File: src/hw/rtl/execution_time_statistics_macros.svh
// ----------------------------------------------------------------------------
// Assertion macros for the execution time statistics block
// Clocked, reset-qualified property wrappers used at the end of the top level.
// ----------------------------------------------------------------------------
`ifndef EXECUTION_TIME_STATISTICS_MACROS_SVH
`define EXECUTION_TIME_STATISTICS_MACROS_SVH

// Same-cycle implication.
`define ETS_ASSERT_NOW(label, clk, rst, ante, cons, msg) \
  label: assert property (@(posedge clk) disable iff (rst) (ante) |-> (cons)) \
    else $error(msg);

// Next-cycle implication.
`define ETS_ASSERT_NEXT(label, clk, rst, ante, cons, msg) \
  label: assert property (@(posedge clk) disable iff (rst) (ante) |=> (cons)) \
    else $error(msg);

`endif

File: src/hw/rtl/ets_pkg.sv
// ----------------------------------------------------------------------------
// ets_pkg
// Shared types and constants for the execution time statistics block.
// ----------------------------------------------------------------------------
`default_nettype none

package ets_pkg;

  localparam int unsigned DATA_W = 32;

  localparam logic [DATA_W-1:0] SAT_MAX = {DATA_W{1'b1}};

  // Item command codes
  localparam logic CMD_RECORD = 1'b0;
  localparam logic CMD_CLEAR  = 1'b1;

  typedef struct packed {
    logic [DATA_W-1:0] last_value;
    logic [DATA_W-1:0] min_value;
    logic [DATA_W-1:0] max_value;
    logic [DATA_W-1:0] avg_value;
    logic [DATA_W-1:0] total_samples;
    logic [DATA_W-1:0] overrun_total;
  } stats_t;

endpackage

`default_nettype wire

File: src/hw/rtl/ets_if.sv
// ----------------------------------------------------------------------------
// ets_sample_if / ets_result_if
// Valid/ready channels for sample items and statistics result items.
// ----------------------------------------------------------------------------
`default_nettype none

interface ets_sample_if;
  logic                       valid;
  logic                       ready;
  logic                       cmd;
  logic [ets_pkg::DATA_W-1:0] sample_cycles;

  modport source (output valid, output cmd, output sample_cycles, input ready);
  modport sink   (input valid, input cmd, input sample_cycles, output ready);
endinterface

interface ets_result_if;
  logic                       valid;
  logic                       ready;
  logic [ets_pkg::DATA_W-1:0] last_value;
  logic [ets_pkg::DATA_W-1:0] min_value;
  logic [ets_pkg::DATA_W-1:0] max_value;
  logic [ets_pkg::DATA_W-1:0] avg_value;
  logic [ets_pkg::DATA_W-1:0] total_samples;
  logic [ets_pkg::DATA_W-1:0] overrun_total;

  modport source (
    output valid, output last_value, output min_value, output max_value,
    output avg_value, output total_samples, output overrun_total, input ready
  );
  modport sink (
    input valid, input last_value, input min_value, input max_value,
    input avg_value, input total_samples, input overrun_total, output ready
  );
endinterface

`default_nettype wire

File: src/hw/rtl/ets_update.sv
// ----------------------------------------------------------------------------
// ets_update
// Next-state logic: applies one record or clear item to the statistics.
// ----------------------------------------------------------------------------
`default_nettype none

module ets_update #(
  parameter int unsigned AVG_SHIFT = 4
) (
  input  ets_pkg::stats_t             cur,
  input  logic                        cmd,
  input  logic [ets_pkg::DATA_W-1:0]  sample_cycles,
  input  logic [ets_pkg::DATA_W-1:0]  overrun_threshold,
  output ets_pkg::stats_t             nxt
);

  logic                       seed;
  logic                       above_avg;
  logic [ets_pkg::DATA_W-1:0] diff;
  logic [ets_pkg::DATA_W-1:0] step;
  logic                       overrun;

  assign seed      = (cur.total_samples == '0);
  assign above_avg = (sample_cycles >= cur.avg_value);
  assign diff      = above_avg ? (sample_cycles - cur.avg_value)
                               : (cur.avg_value - sample_cycles);
  assign step      = diff >> AVG_SHIFT;
  assign overrun   = (overrun_threshold != '0) && (sample_cycles > overrun_threshold);

  always_comb begin
    nxt = cur;
    if (cmd == ets_pkg::CMD_CLEAR) begin
      nxt = '0;
    end else begin
      nxt.last_value = sample_cycles;
      if (seed) begin
        nxt.min_value = sample_cycles;
        nxt.max_value = sample_cycles;
        nxt.avg_value = sample_cycles;
      end else begin
        if (sample_cycles < cur.min_value) nxt.min_value = sample_cycles;
        if (sample_cycles > cur.max_value) nxt.max_value = sample_cycles;
        nxt.avg_value = above_avg ? (cur.avg_value + step) : (cur.avg_value - step);
      end
      if (cur.total_samples != ets_pkg::SAT_MAX) begin
        nxt.total_samples = cur.total_samples + ets_pkg::DATA_W'(1);
      end
      if (overrun && (cur.overrun_total != ets_pkg::SAT_MAX)) begin
        nxt.overrun_total = cur.overrun_total + ets_pkg::DATA_W'(1);
      end
    end
  end

endmodule

`default_nettype wire

File: src/hw/rtl/execution_time_statistics.sv
// ----------------------------------------------------------------------------
// execution_time_statistics
// Running last/min/max/average and saturating counters over cycle counts.
// ----------------------------------------------------------------------------
// Each item on the sample channel either records a measured duration
// (cmd = record) or clears every statistic (cmd = clear); every item yields
// exactly one result item holding the statistics after that item. One item
// per cycle is sustained while results are taken: an item waits in the input
// register, passes through the update logic, and lands in the statistics
// register, which is also the result register; result valid rises when the
// statistics register takes the item. The rate is set by the single feedback
// loop through the update logic (32-bit subtracts and adds, and compares).
// A stalled result holds the statistics and, once the input register is also
// full, deasserts sample.ready. The average moves toward each sample by the
// difference shifted right by AVG_SHIFT, rounding toward the old average; the
// first sample after clear or reset seeds min, max and average. The overrun
// threshold is written through cfg_we/cfg_wdata, by the user only while the
// block is idle (not enforced by the block); a value of zero disables overrun
// counting. Reset clears all statistics and the threshold; no clearing pass.
// ----------------------------------------------------------------------------
`default_nettype none

module execution_time_statistics #(
  parameter int unsigned AVG_SHIFT = 4
) (
  input  logic                       clk,
  input  logic                       rst,
  ets_sample_if.sink                 sample,
  ets_result_if.source               result,
  input  logic                       cfg_we,
  input  logic [ets_pkg::DATA_W-1:0] cfg_wdata
);

  // Input register
  logic                       in_valid;
  logic                       in_cmd;
  logic [ets_pkg::DATA_W-1:0] in_sample;

  // Statistics register doubles as the result register
  ets_pkg::stats_t            stats;
  ets_pkg::stats_t            stats_next;
  logic                       out_valid;

  logic [ets_pkg::DATA_W-1:0] overrun_threshold;

  logic                       advance;

  // Move the held item into the statistics when the result slot frees up.
  assign advance      = in_valid && (!out_valid || result.ready);
  assign sample.ready = !in_valid || advance;

  always_ff @(posedge clk) begin
    if (rst) begin
      in_valid <= 1'b0;
    end else if (sample.ready) begin
      in_valid <= sample.valid;
    end
  end

  // payload, no reset needed
  always_ff @(posedge clk) begin
    if (sample.valid && sample.ready) begin
      in_cmd    <= sample.cmd;
      in_sample <= sample.sample_cycles;
    end
  end

  always_ff @(posedge clk) begin
    if (rst) begin
      overrun_threshold <= '0;
    end else if (cfg_we) begin
      overrun_threshold <= cfg_wdata;
    end
  end

  ets_update #(
    .AVG_SHIFT (AVG_SHIFT)
  ) u_update (
    .cur               (stats),
    .cmd               (in_cmd),
    .sample_cycles     (in_sample),
    .overrun_threshold (overrun_threshold),
    .nxt               (stats_next)
  );

  // Statistics are architectural state: reset clears them.
  always_ff @(posedge clk) begin
    if (rst) begin
      stats     <= '0;
      out_valid <= 1'b0;
    end else begin
      if (advance) begin
        stats <= stats_next;
      end
      if (advance) begin
        out_valid <= 1'b1;
      end else if (result.ready) begin
        out_valid <= 1'b0;
      end
    end
  end

  assign result.valid         = out_valid;
  assign result.last_value    = stats.last_value;
  assign result.min_value     = stats.min_value;
  assign result.max_value     = stats.max_value;
  assign result.avg_value     = stats.avg_value;
  assign result.total_samples = stats.total_samples;
  assign result.overrun_total = stats.overrun_total;

  // --------------------------------------------------------------------------
  // Assertions
  // --------------------------------------------------------------------------
`include "execution_time_statistics_macros.svh"

  `ETS_ASSERT_NEXT(a_clear_zeroes, clk, rst,
    advance && (in_cmd == ets_pkg::CMD_CLEAR), stats == '0,
    "clear item did not zero the statistics")

  `ETS_ASSERT_NEXT(a_count_step, clk, rst,
    advance && (in_cmd == ets_pkg::CMD_RECORD) && (stats.total_samples != ets_pkg::SAT_MAX),
    stats.total_samples == $past(stats.total_samples) + ets_pkg::DATA_W'(1),
    "sample counter did not step on a record item")

  `ETS_ASSERT_NOW(a_avg_bounded, clk, rst,
    stats.total_samples != '0,
    (stats.min_value <= stats.avg_value) && (stats.avg_value <= stats.max_value),
    "average left the min/max range")

  `ETS_ASSERT_NEXT(a_overrun_seen, clk, rst,
    advance && (in_cmd == ets_pkg::CMD_RECORD) && (overrun_threshold != '0)
      && (in_sample > overrun_threshold),
    stats.overrun_total != '0,
    "overrun sample not counted")

endmodule

`default_nettype wire

File: src/flat_wrapper.sv
// flat-port wrapper written by rule: the top's interface ports become plain ports
module execution_time_statistics_flat 
#(
  parameter int unsigned AVG_SHIFT = 4
)
  (clk, rst, cfg_we, cfg_wdata, sample_valid, sample_cmd, sample_sample_cycles, sample_ready, result_valid, result_last_value, result_min_value, result_max_value, result_avg_value, result_total_samples, result_overrun_total, result_ready);
  ets_sample_if sample_i ();
  ets_result_if result_i ();
  input  logic clk;
  input  logic rst;
  input  logic cfg_we;
  input  logic [ets_pkg::DATA_W-1:0] cfg_wdata;
  input wire logic [$bits(sample_i.valid)-1:0] sample_valid;
  input wire logic [$bits(sample_i.cmd)-1:0] sample_cmd;
  input wire logic [$bits(sample_i.sample_cycles)-1:0] sample_sample_cycles;
  output wire logic [$bits(sample_i.ready)-1:0] sample_ready;
  output wire logic [$bits(result_i.valid)-1:0] result_valid;
  output wire logic [$bits(result_i.last_value)-1:0] result_last_value;
  output wire logic [$bits(result_i.min_value)-1:0] result_min_value;
  output wire logic [$bits(result_i.max_value)-1:0] result_max_value;
  output wire logic [$bits(result_i.avg_value)-1:0] result_avg_value;
  output wire logic [$bits(result_i.total_samples)-1:0] result_total_samples;
  output wire logic [$bits(result_i.overrun_total)-1:0] result_overrun_total;
  input wire logic [$bits(result_i.ready)-1:0] result_ready;
  assign sample_i.valid = sample_valid;
  assign sample_i.cmd = sample_cmd;
  assign sample_i.sample_cycles = sample_sample_cycles;
  assign sample_ready = sample_i.ready;
  assign result_valid = result_i.valid;
  assign result_last_value = result_i.last_value;
  assign result_min_value = result_i.min_value;
  assign result_max_value = result_i.max_value;
  assign result_avg_value = result_i.avg_value;
  assign result_total_samples = result_i.total_samples;
  assign result_overrun_total = result_i.overrun_total;
  assign result_i.ready = result_ready;
  execution_time_statistics #(.AVG_SHIFT(AVG_SHIFT)) u_core (.clk(clk), .rst(rst), .sample(sample_i), .result(result_i), .cfg_we(cfg_we), .cfg_wdata(cfg_wdata));
endmodule
File: config.mk
export PLATFORM = sky130hd
export DESIGN_NAME = execution_time_statistics_flat
export DESIGN_NICKNAME = d
export VERILOG_FILES = /design/src/hw/rtl/ets_pkg.sv /design/src/hw/rtl/ets_if.sv /design/src/hw/rtl/ets_update.sv /design/src/hw/rtl/execution_time_statistics.sv /design/src/flat_wrapper.sv
export VERILOG_INCLUDE_DIRS = /design/src /design/src/hw/rtl
export SDC_FILE = /design/constraint.sdc
export NUM_CORES = 1
export LEC_CHECK = 0
export BUFFER_PORTS_ARGS = -buffer_cell sky130_fd_sc_hd__buf_2
export CORE_MARGIN = 2
export CORE_UTILIZATION = 45
export DETAILED_ROUTE_END_ITERATION = 6
export GPL_TIMING_DRIVEN = 0
export PLACE_DENSITY_LB_ADDON = 0.25
export SYNTH_ARGS = -nofsm -noshare
export SYNTH_HDL_FRONTEND = slang
export SYNTH_SLANG_ARGS = --single-unit
File: constraint.sdc
create_clock -name clk -period 7.1 [get_ports clk]
set_input_delay 0.71 -clock clk [delete_from_list [all_inputs] [get_ports clk]]
set_output_delay 0.71 -clock clk [all_outputs]
set_load 0.01 [all_outputs]
Yosys cells after proc, flatten, opt, wreduce, memory -nomap -nowiden
Index checks and enable logic that the tools add are counted.
{ "classes": {"n_lt_le_gt_ge": 4, "n_reduce_logical": 19, "eq_ne": 2, "muxes": 10, "add_sub_neg": 6} }
{ "ops": {"columns": ["operator", "count"], "rows": [
  ["$mux 192", 1],
  ["$mux 32", 6],
  ["$mux 96", 1],
  ["$add 32x1->32 const B", 2],
  ["$gt 32x32->1", 2],
  ["$ne 32x32->1 const B", 2],
  ["$sub 32x32->32", 2],
  ["$add 32x28->32", 1],
  ["$ge 32x32->1", 1],
  ["$logic_not 32->1", 1],
  ["$lt 32x32->1", 1],
  ["$reduce_bool 32->1", 1],
  ["$sub 32x28->32", 1],
  ["$reduce_and 2->1", 4],
  ["$reduce_bool 2->1", 3],
  ["$reduce_bool 3->1", 2],
  ["$logic_and 1x1->1", 4],
  ["$logic_not 1->1", 2],
  ["$logic_or 1x1->1", 2],
  ["$mux 1", 2]
]} }
{ "word_totals": {"reg_bits": 259, "output_inout_bits": 194, "word_cells": 52, "in_bits": 70} }

Depth between registers and ports, before layout
{ "logic_depth": {"word_depth": 6, "ltp_mapped": 31} }

Hierarchy
A second synthesis with hierarchy kept.
{ "unflattened": {"cells_unflattened": 2697, "hier_area_um2": 22161.3} }
{ "modules_own_cells": {"columns": ["mod", "seq_area_each_um2", "cells_per_inst", "area_each_um2", "instances"], "rows": [
  ["ets_update", 0.0, 1718, 11312.1, 1],
  ["execution_time_statistics", 5515.3, 979, 10849.2, 1]
]} }

Least setup slack after synthesis
Ideal clock, no wire load.
{ "synth_timing": {"path_kind": "flip-flop to flip-flop", "from": "register u_core.stats, in the netlist u_core.result.avg_value[23]", "to": "register u_core.stats, in the netlist u_core.result.avg_value[30]", "setup_ns": 0.155, "path_slack_ns": 0.971, "synth_period_minus_slack_ns": 6.129, "arrival_time_ns": 5.974, "path_stages_with_launch": 30, "cell_sequence": "dfxtp_1 > inv_1 > ha_1 > buf_4 > a21oi_2 > o21a_1 > o221ai_2 > a221o_1 > buf_2 > nor2_4 > mux2_4 > or4_4 > nand4b_4 > or4_1 > buf_2 > nor2_1 > xnor2_1 > o21ai_0 > xnor2_1 > ha_1 > nand2_1 > nor2_1 > nand2_1 > o31a_1 > o41ai_1 > nand2_1 > a31oi_1 > a21oi_1 > xor2_1 > o22ai_1"} }
{ "synth_between": {"elab_chain_len": 6} }
{ "synth_rtl": {"columns": ["element", "line_no", "rtl"], "rows": [
  ["from (decl)", "execution_time_statistics.sv:40", "ets_pkg::stats_t stats;"],
  ["from (signal assigned)", "execution_time_statistics.sv:93", "stats <= stats_next;"],
  ["$sub 32x32->32, or another cell as far along", "ets_update.sv:26", ": (cur.avg_value - sample_cycles);"],
  ["$mux 32", "ets_update.sv:25", "assign diff = above_avg ? (sample_cycles - cur.avg_value)"],
  ["$sub 32x28->32 / $add 32x28->32 (equally long branches)", "ets_update.sv:43", "nxt.avg_value = above_avg ? (cur.avg_value + step) : (cur.avg_value - step);"],
  ["$mux 32 *", "ets_update.sv:43", null],
  ["$mux 96 *", "ets_update.sv:36", "if (seed) begin"],
  ["$mux 192 *", "ets_update.sv:32", "if (cmd == ets_pkg::CMD_CLEAR) begin"]
]} }
Every way passes the cells marked *; elsewhere a longest branch is shown, timed or not.
A chain may end at the register's enable or synchronous reset.

Final worst setup path
{ "layout_timing": {"from": "register u_core.in_sample[10] (netlist bit)", "to": "register u_core.stats, in the netlist u_core.result.avg_value[30]"} }
{ "layout_between": {"elab_chain_len": 6} }
{ "layout_rtl": {"columns": ["element", "line_no", "rtl"], "rows": [
  ["from (decl)", "execution_time_statistics.sv:37", "logic [ets_pkg::DATA_W-1:0] in_sample;"],
  ["from (signal assigned)", "execution_time_statistics.sv:64", "in_sample <= sample.sample_cycles;"],
  ["$sub 32x32->32, or another cell as far along", "ets_update.sv:26", null],
  ["$mux 32", "ets_update.sv:25", null],
  ["$sub 32x28->32 / $add 32x28->32 (equally long branches)", "ets_update.sv:43", null],
  ["$mux 32 *", "ets_update.sv:43", null],
  ["$mux 96 *", "ets_update.sv:36", null],
  ["$mux 192 *", "ets_update.sv:32", null]
]} }
Marked as above.

==> flow_summary.yaml <==
timing:
  slew_viol_final: 0
  layout_min_cycle_time_ns: 6.75
  tightest_slew_ns: 1.24
  slew_headroom_pct: 16.3
  fin_hold_ws_ns: 0.259
  setup_viol: 0
  fin_skew_ns: 0.0568
  fin_crit_sh_pct: 95.0
  max_clock_freq_mhz: 148
  rsz0062_at_grt: "yes"
  hold_viol_final: 0
cells_and_area:
  final_area_mm2: 0.0226
  fillers: 3958
  drive_above_1_share_pct: 16.3
  multi_input_area_mm2: 0.0125
  seq_area_mm2: 0.00553
  area_growth_pct: 18.4
  nets: 2958
synthesis:
  seq_area_frac_synth_pct: 28.9
  yosys-top-cells-area: "dfxtp_1 (24%), ha_1 (13%), edfxtp_1 (5.2%), nor2_1 (4.9%), a21oi_1 (4.5%)"
  yosysWarnings: 0
  synth_top_area_cell: "dfxtp_1"
  ys_ff_latch: 259
  synth_area_per_cell_um2: 8.09
  synth_edf_count: 33
  syn_nets: 2630
  synth_most_common_cell: "nor2_1"
  yosysUniqueCellTypes: 91
  synthArstFlopShare_pct: 0
  synth_top_area_share_pct: 23.7
  ys.flop_type: "dfxtp_1"
  synth_area_mm2: 0.0191
  syn_inst: 2361
  synthTopCellsByCount: "nor2_1 (250), dfxtp_1 (226), ha_1 (198)"
placed_design:
  gp_congestion: 0.953
  io_buffers: 261
  placed_area_mm2: 0.0211
  dp_hpwl_mm: 53.7
flow_run:
  drv_cap: 0
worst_setup_path:
  worstPathArrival_ns: 7.16
  crit_path_end: "u_core.result.avg_value[30]"
  reg2reg_to: "u_core.result.avg_value[30]"
  critPathLaunchType: "flip-flop"
  crit_required_ns: 7.51
  worstSetupEndpointType: "flip-flop"
  r2r-start: "u_core.in_sample[10]"
  crit_fanout: 9
  cpPeakStageDelay_ns: 0.52
  crit_type: "flip-flop to flip-flop"
  critPathSlowestCell: "or4_4"
  rr_worst_depth: 28
  reg2reg_setup_slack_ns: 0.35
  worstSetupStartpoint: "u_core.in_sample[10]"
floorplan:
  row_count: 75
  initial_utilization_pct: 45.5
  ios: 264
  die_h_um: 210
  dieArea_mm2: 0.0441
  coreArea_mm2: 0.0419
  die_x_um: 210
routing:
  drc: 0
  via_count: 19200
  vias_per_cell: 5.91
  routed_wl_mm: 70.0
  ant_nets: 0
  drtIter0Drc: 1382
  dr.pass1.iters: 7
  routedWlPerCell_um: 21.5
clocking:
  cts_max_level: 1
  clock_tree.root_cell: "clkbuf_16"
  clkSinkCount: 259
  clkTransAtPathRegs_ns: 0.06
  cts_tree: "done"
  cts_buffer_depth: 3
  clock_latency_ns: 0.63
  cts_buffers: 30
  hold_buffers: 0
global_route:
  grt_pass1_wl_mm: 106
  grtUsageTotal_pct: 30.5
  grt_max_degree: 34
  grt_pass1_vias: 18300
  grt_remaining_overflow: 0
  antenna_found_initial: 3
hold_path:
  worstHoldPathType: "primary input to flip-flop"
pwr:
  total_power_w: 0.00448
  irDropWorstVdd_mv: 0.190
  power_density_mw_per_mm2: 198
  p_leak_nw: 9.75
status:
  status: "complete, no violations"
## timing repair
action                     4_1_cts  5_1_grt
resized for setup               12       40
setup endpoints to repair       13       14
pin swaps                        2        7
buffers inserted                14       21
## critical path, delay by kind of cell (launching register included)
family	cells	cell delay, ns
muxes	1	0.32
xor gates and xnor gates	3	0.54
DFF	1	0.51
AOI/OAI and AO/OA	9	1.62
buffers and inverters	3	0.55
and+or+nand+nor	10	2.38
adders and majority gates	2	0.63
## flip-flops by register name (all words and copies together), names as in the netlist
register                     flops
u_core.overrun_threshold        32
u_core.in_cmd                    1
u_core.result.total_samples     32
u_core.in_valid                  1
u_core.result.valid              1
u_core.result.avg_value         32
u_core.result.last_value        32
u_core.result.overrun_total     32
u_core.result.max_value         32
u_core.result.min_value         32
u_core.in_sample                32
## per-layer routing
layer  GRT usage (%)  up-vias  wire length (µm)
met5               0        -                14
met4            12.6        2              2930
met3            6.21      167              6270
met2            48.8      812             31400
met1            40.2     9109             29400
li1                -     9147                 -
## through the flow
stage | setup TNS [ns] | utilization (%) | worst slack (ns) | cells
floorplan | 0 | - | 0.971 | 2361
global placement | -4.12 | 50.2 | -0.622 | 3161
detailed placement | -3.61 | 50.2 | -0.639 | 3161
CTS | 0 | 53.2 | 0.00811 | 3231
global route | -0.0463 | 53.9 | -0.0391 | 3254
finish | 0 | 53.9 | 0.353 | 3255
## cell type report
| class | count | area share (%) |
|---|---|---|
| clock inverter | 18 | 1.12 |
| clock buffer | 38 | 3.68 |
| sequential | 259 | 24.5 |
| inverter | 182 | 3.02 |
| multi-input combinational | 1800 | 55.5 |
| antenna | 3 | 0.0332 |
| tap | 539 | 2.98 |
| timing repair buffer | 296 | 6.94 |
| buffer | 120 | 2.26 |
## kinds of logic (layout without fill, tap and decap cells)
| logic type | after synthesis | after routing | share of synthesized area [%] |
|---|---|---|---|
| xor+xnor | 132 | 132 | 6.06 |
| flops | 259 | 259 | 28.9 |
| fa+ha+maj | 199 | 199 | 13.1 |
| simple gates | 813 | 813 | 21.3 |
| mux | 77 | 77 | 4.08 |
| compound gates | 579 | 579 | 20.4 |
| buf+inv | 302 | 654 | 6.19 |
| other cells | 0 | 3 | 0 |
## cell usage in the layout (no fill, tap or decap), drive strengths merged, types with 22 or more instances in the layout
| cell | n |
|---|---|
| nand2 | 121 |
| a22oi | 22 |
| and2 | 42 |
| nor2 | 251 |
| nand4 | 48 |
| clkbuf | 117 |
| mux2i | 73 |
| nor4 | 24 |
| a21o | 55 |
| nand2b | 50 |
| or3 | 23 |
| nor3 | 65 |
| ha | 198 |
| o21ai | 108 |
| xor2 | 65 |
| a32oi | 31 |
| a21oi | 175 |
| nand3 | 109 |
| a2111o | 31 |
| dfxtp | 226 |
| xnor2 | 67 |
| inv | 183 |
| edfxtp | 33 |
| nor2b | 23 |
| buf | 337 |
## how the worst min path moves through the flow
stage                     slack [ns]                      endpoint                         start  depth (start not counted)
after floorplan                 0.48  u_core.result.last_value[26]  u_core.result.last_value[26]                          2
after global placement          0.44  u_core.result.last_value[27]  u_core.result.last_value[27]                          2
after detailed placement        0.45  u_core.result.last_value[27]  u_core.result.last_value[27]                          2
after CTS                       0.24           u_core.in_sample[5]       sample_sample_cycles[5]                          1
after global routing            0.25           u_core.in_sample[4]       sample_sample_cycles[4]                          1
final                           0.26           u_core.in_sample[5]       sample_sample_cycles[5]                          1
## power breakdown
part	internal [W]	switching [W]
Combinational	0.000437	0.000729
Clock	0.00102	0.000693
Sequential	0.00154	0.0000692
Total	0.00299	0.00149
Power figures use the tool's default switching activity.
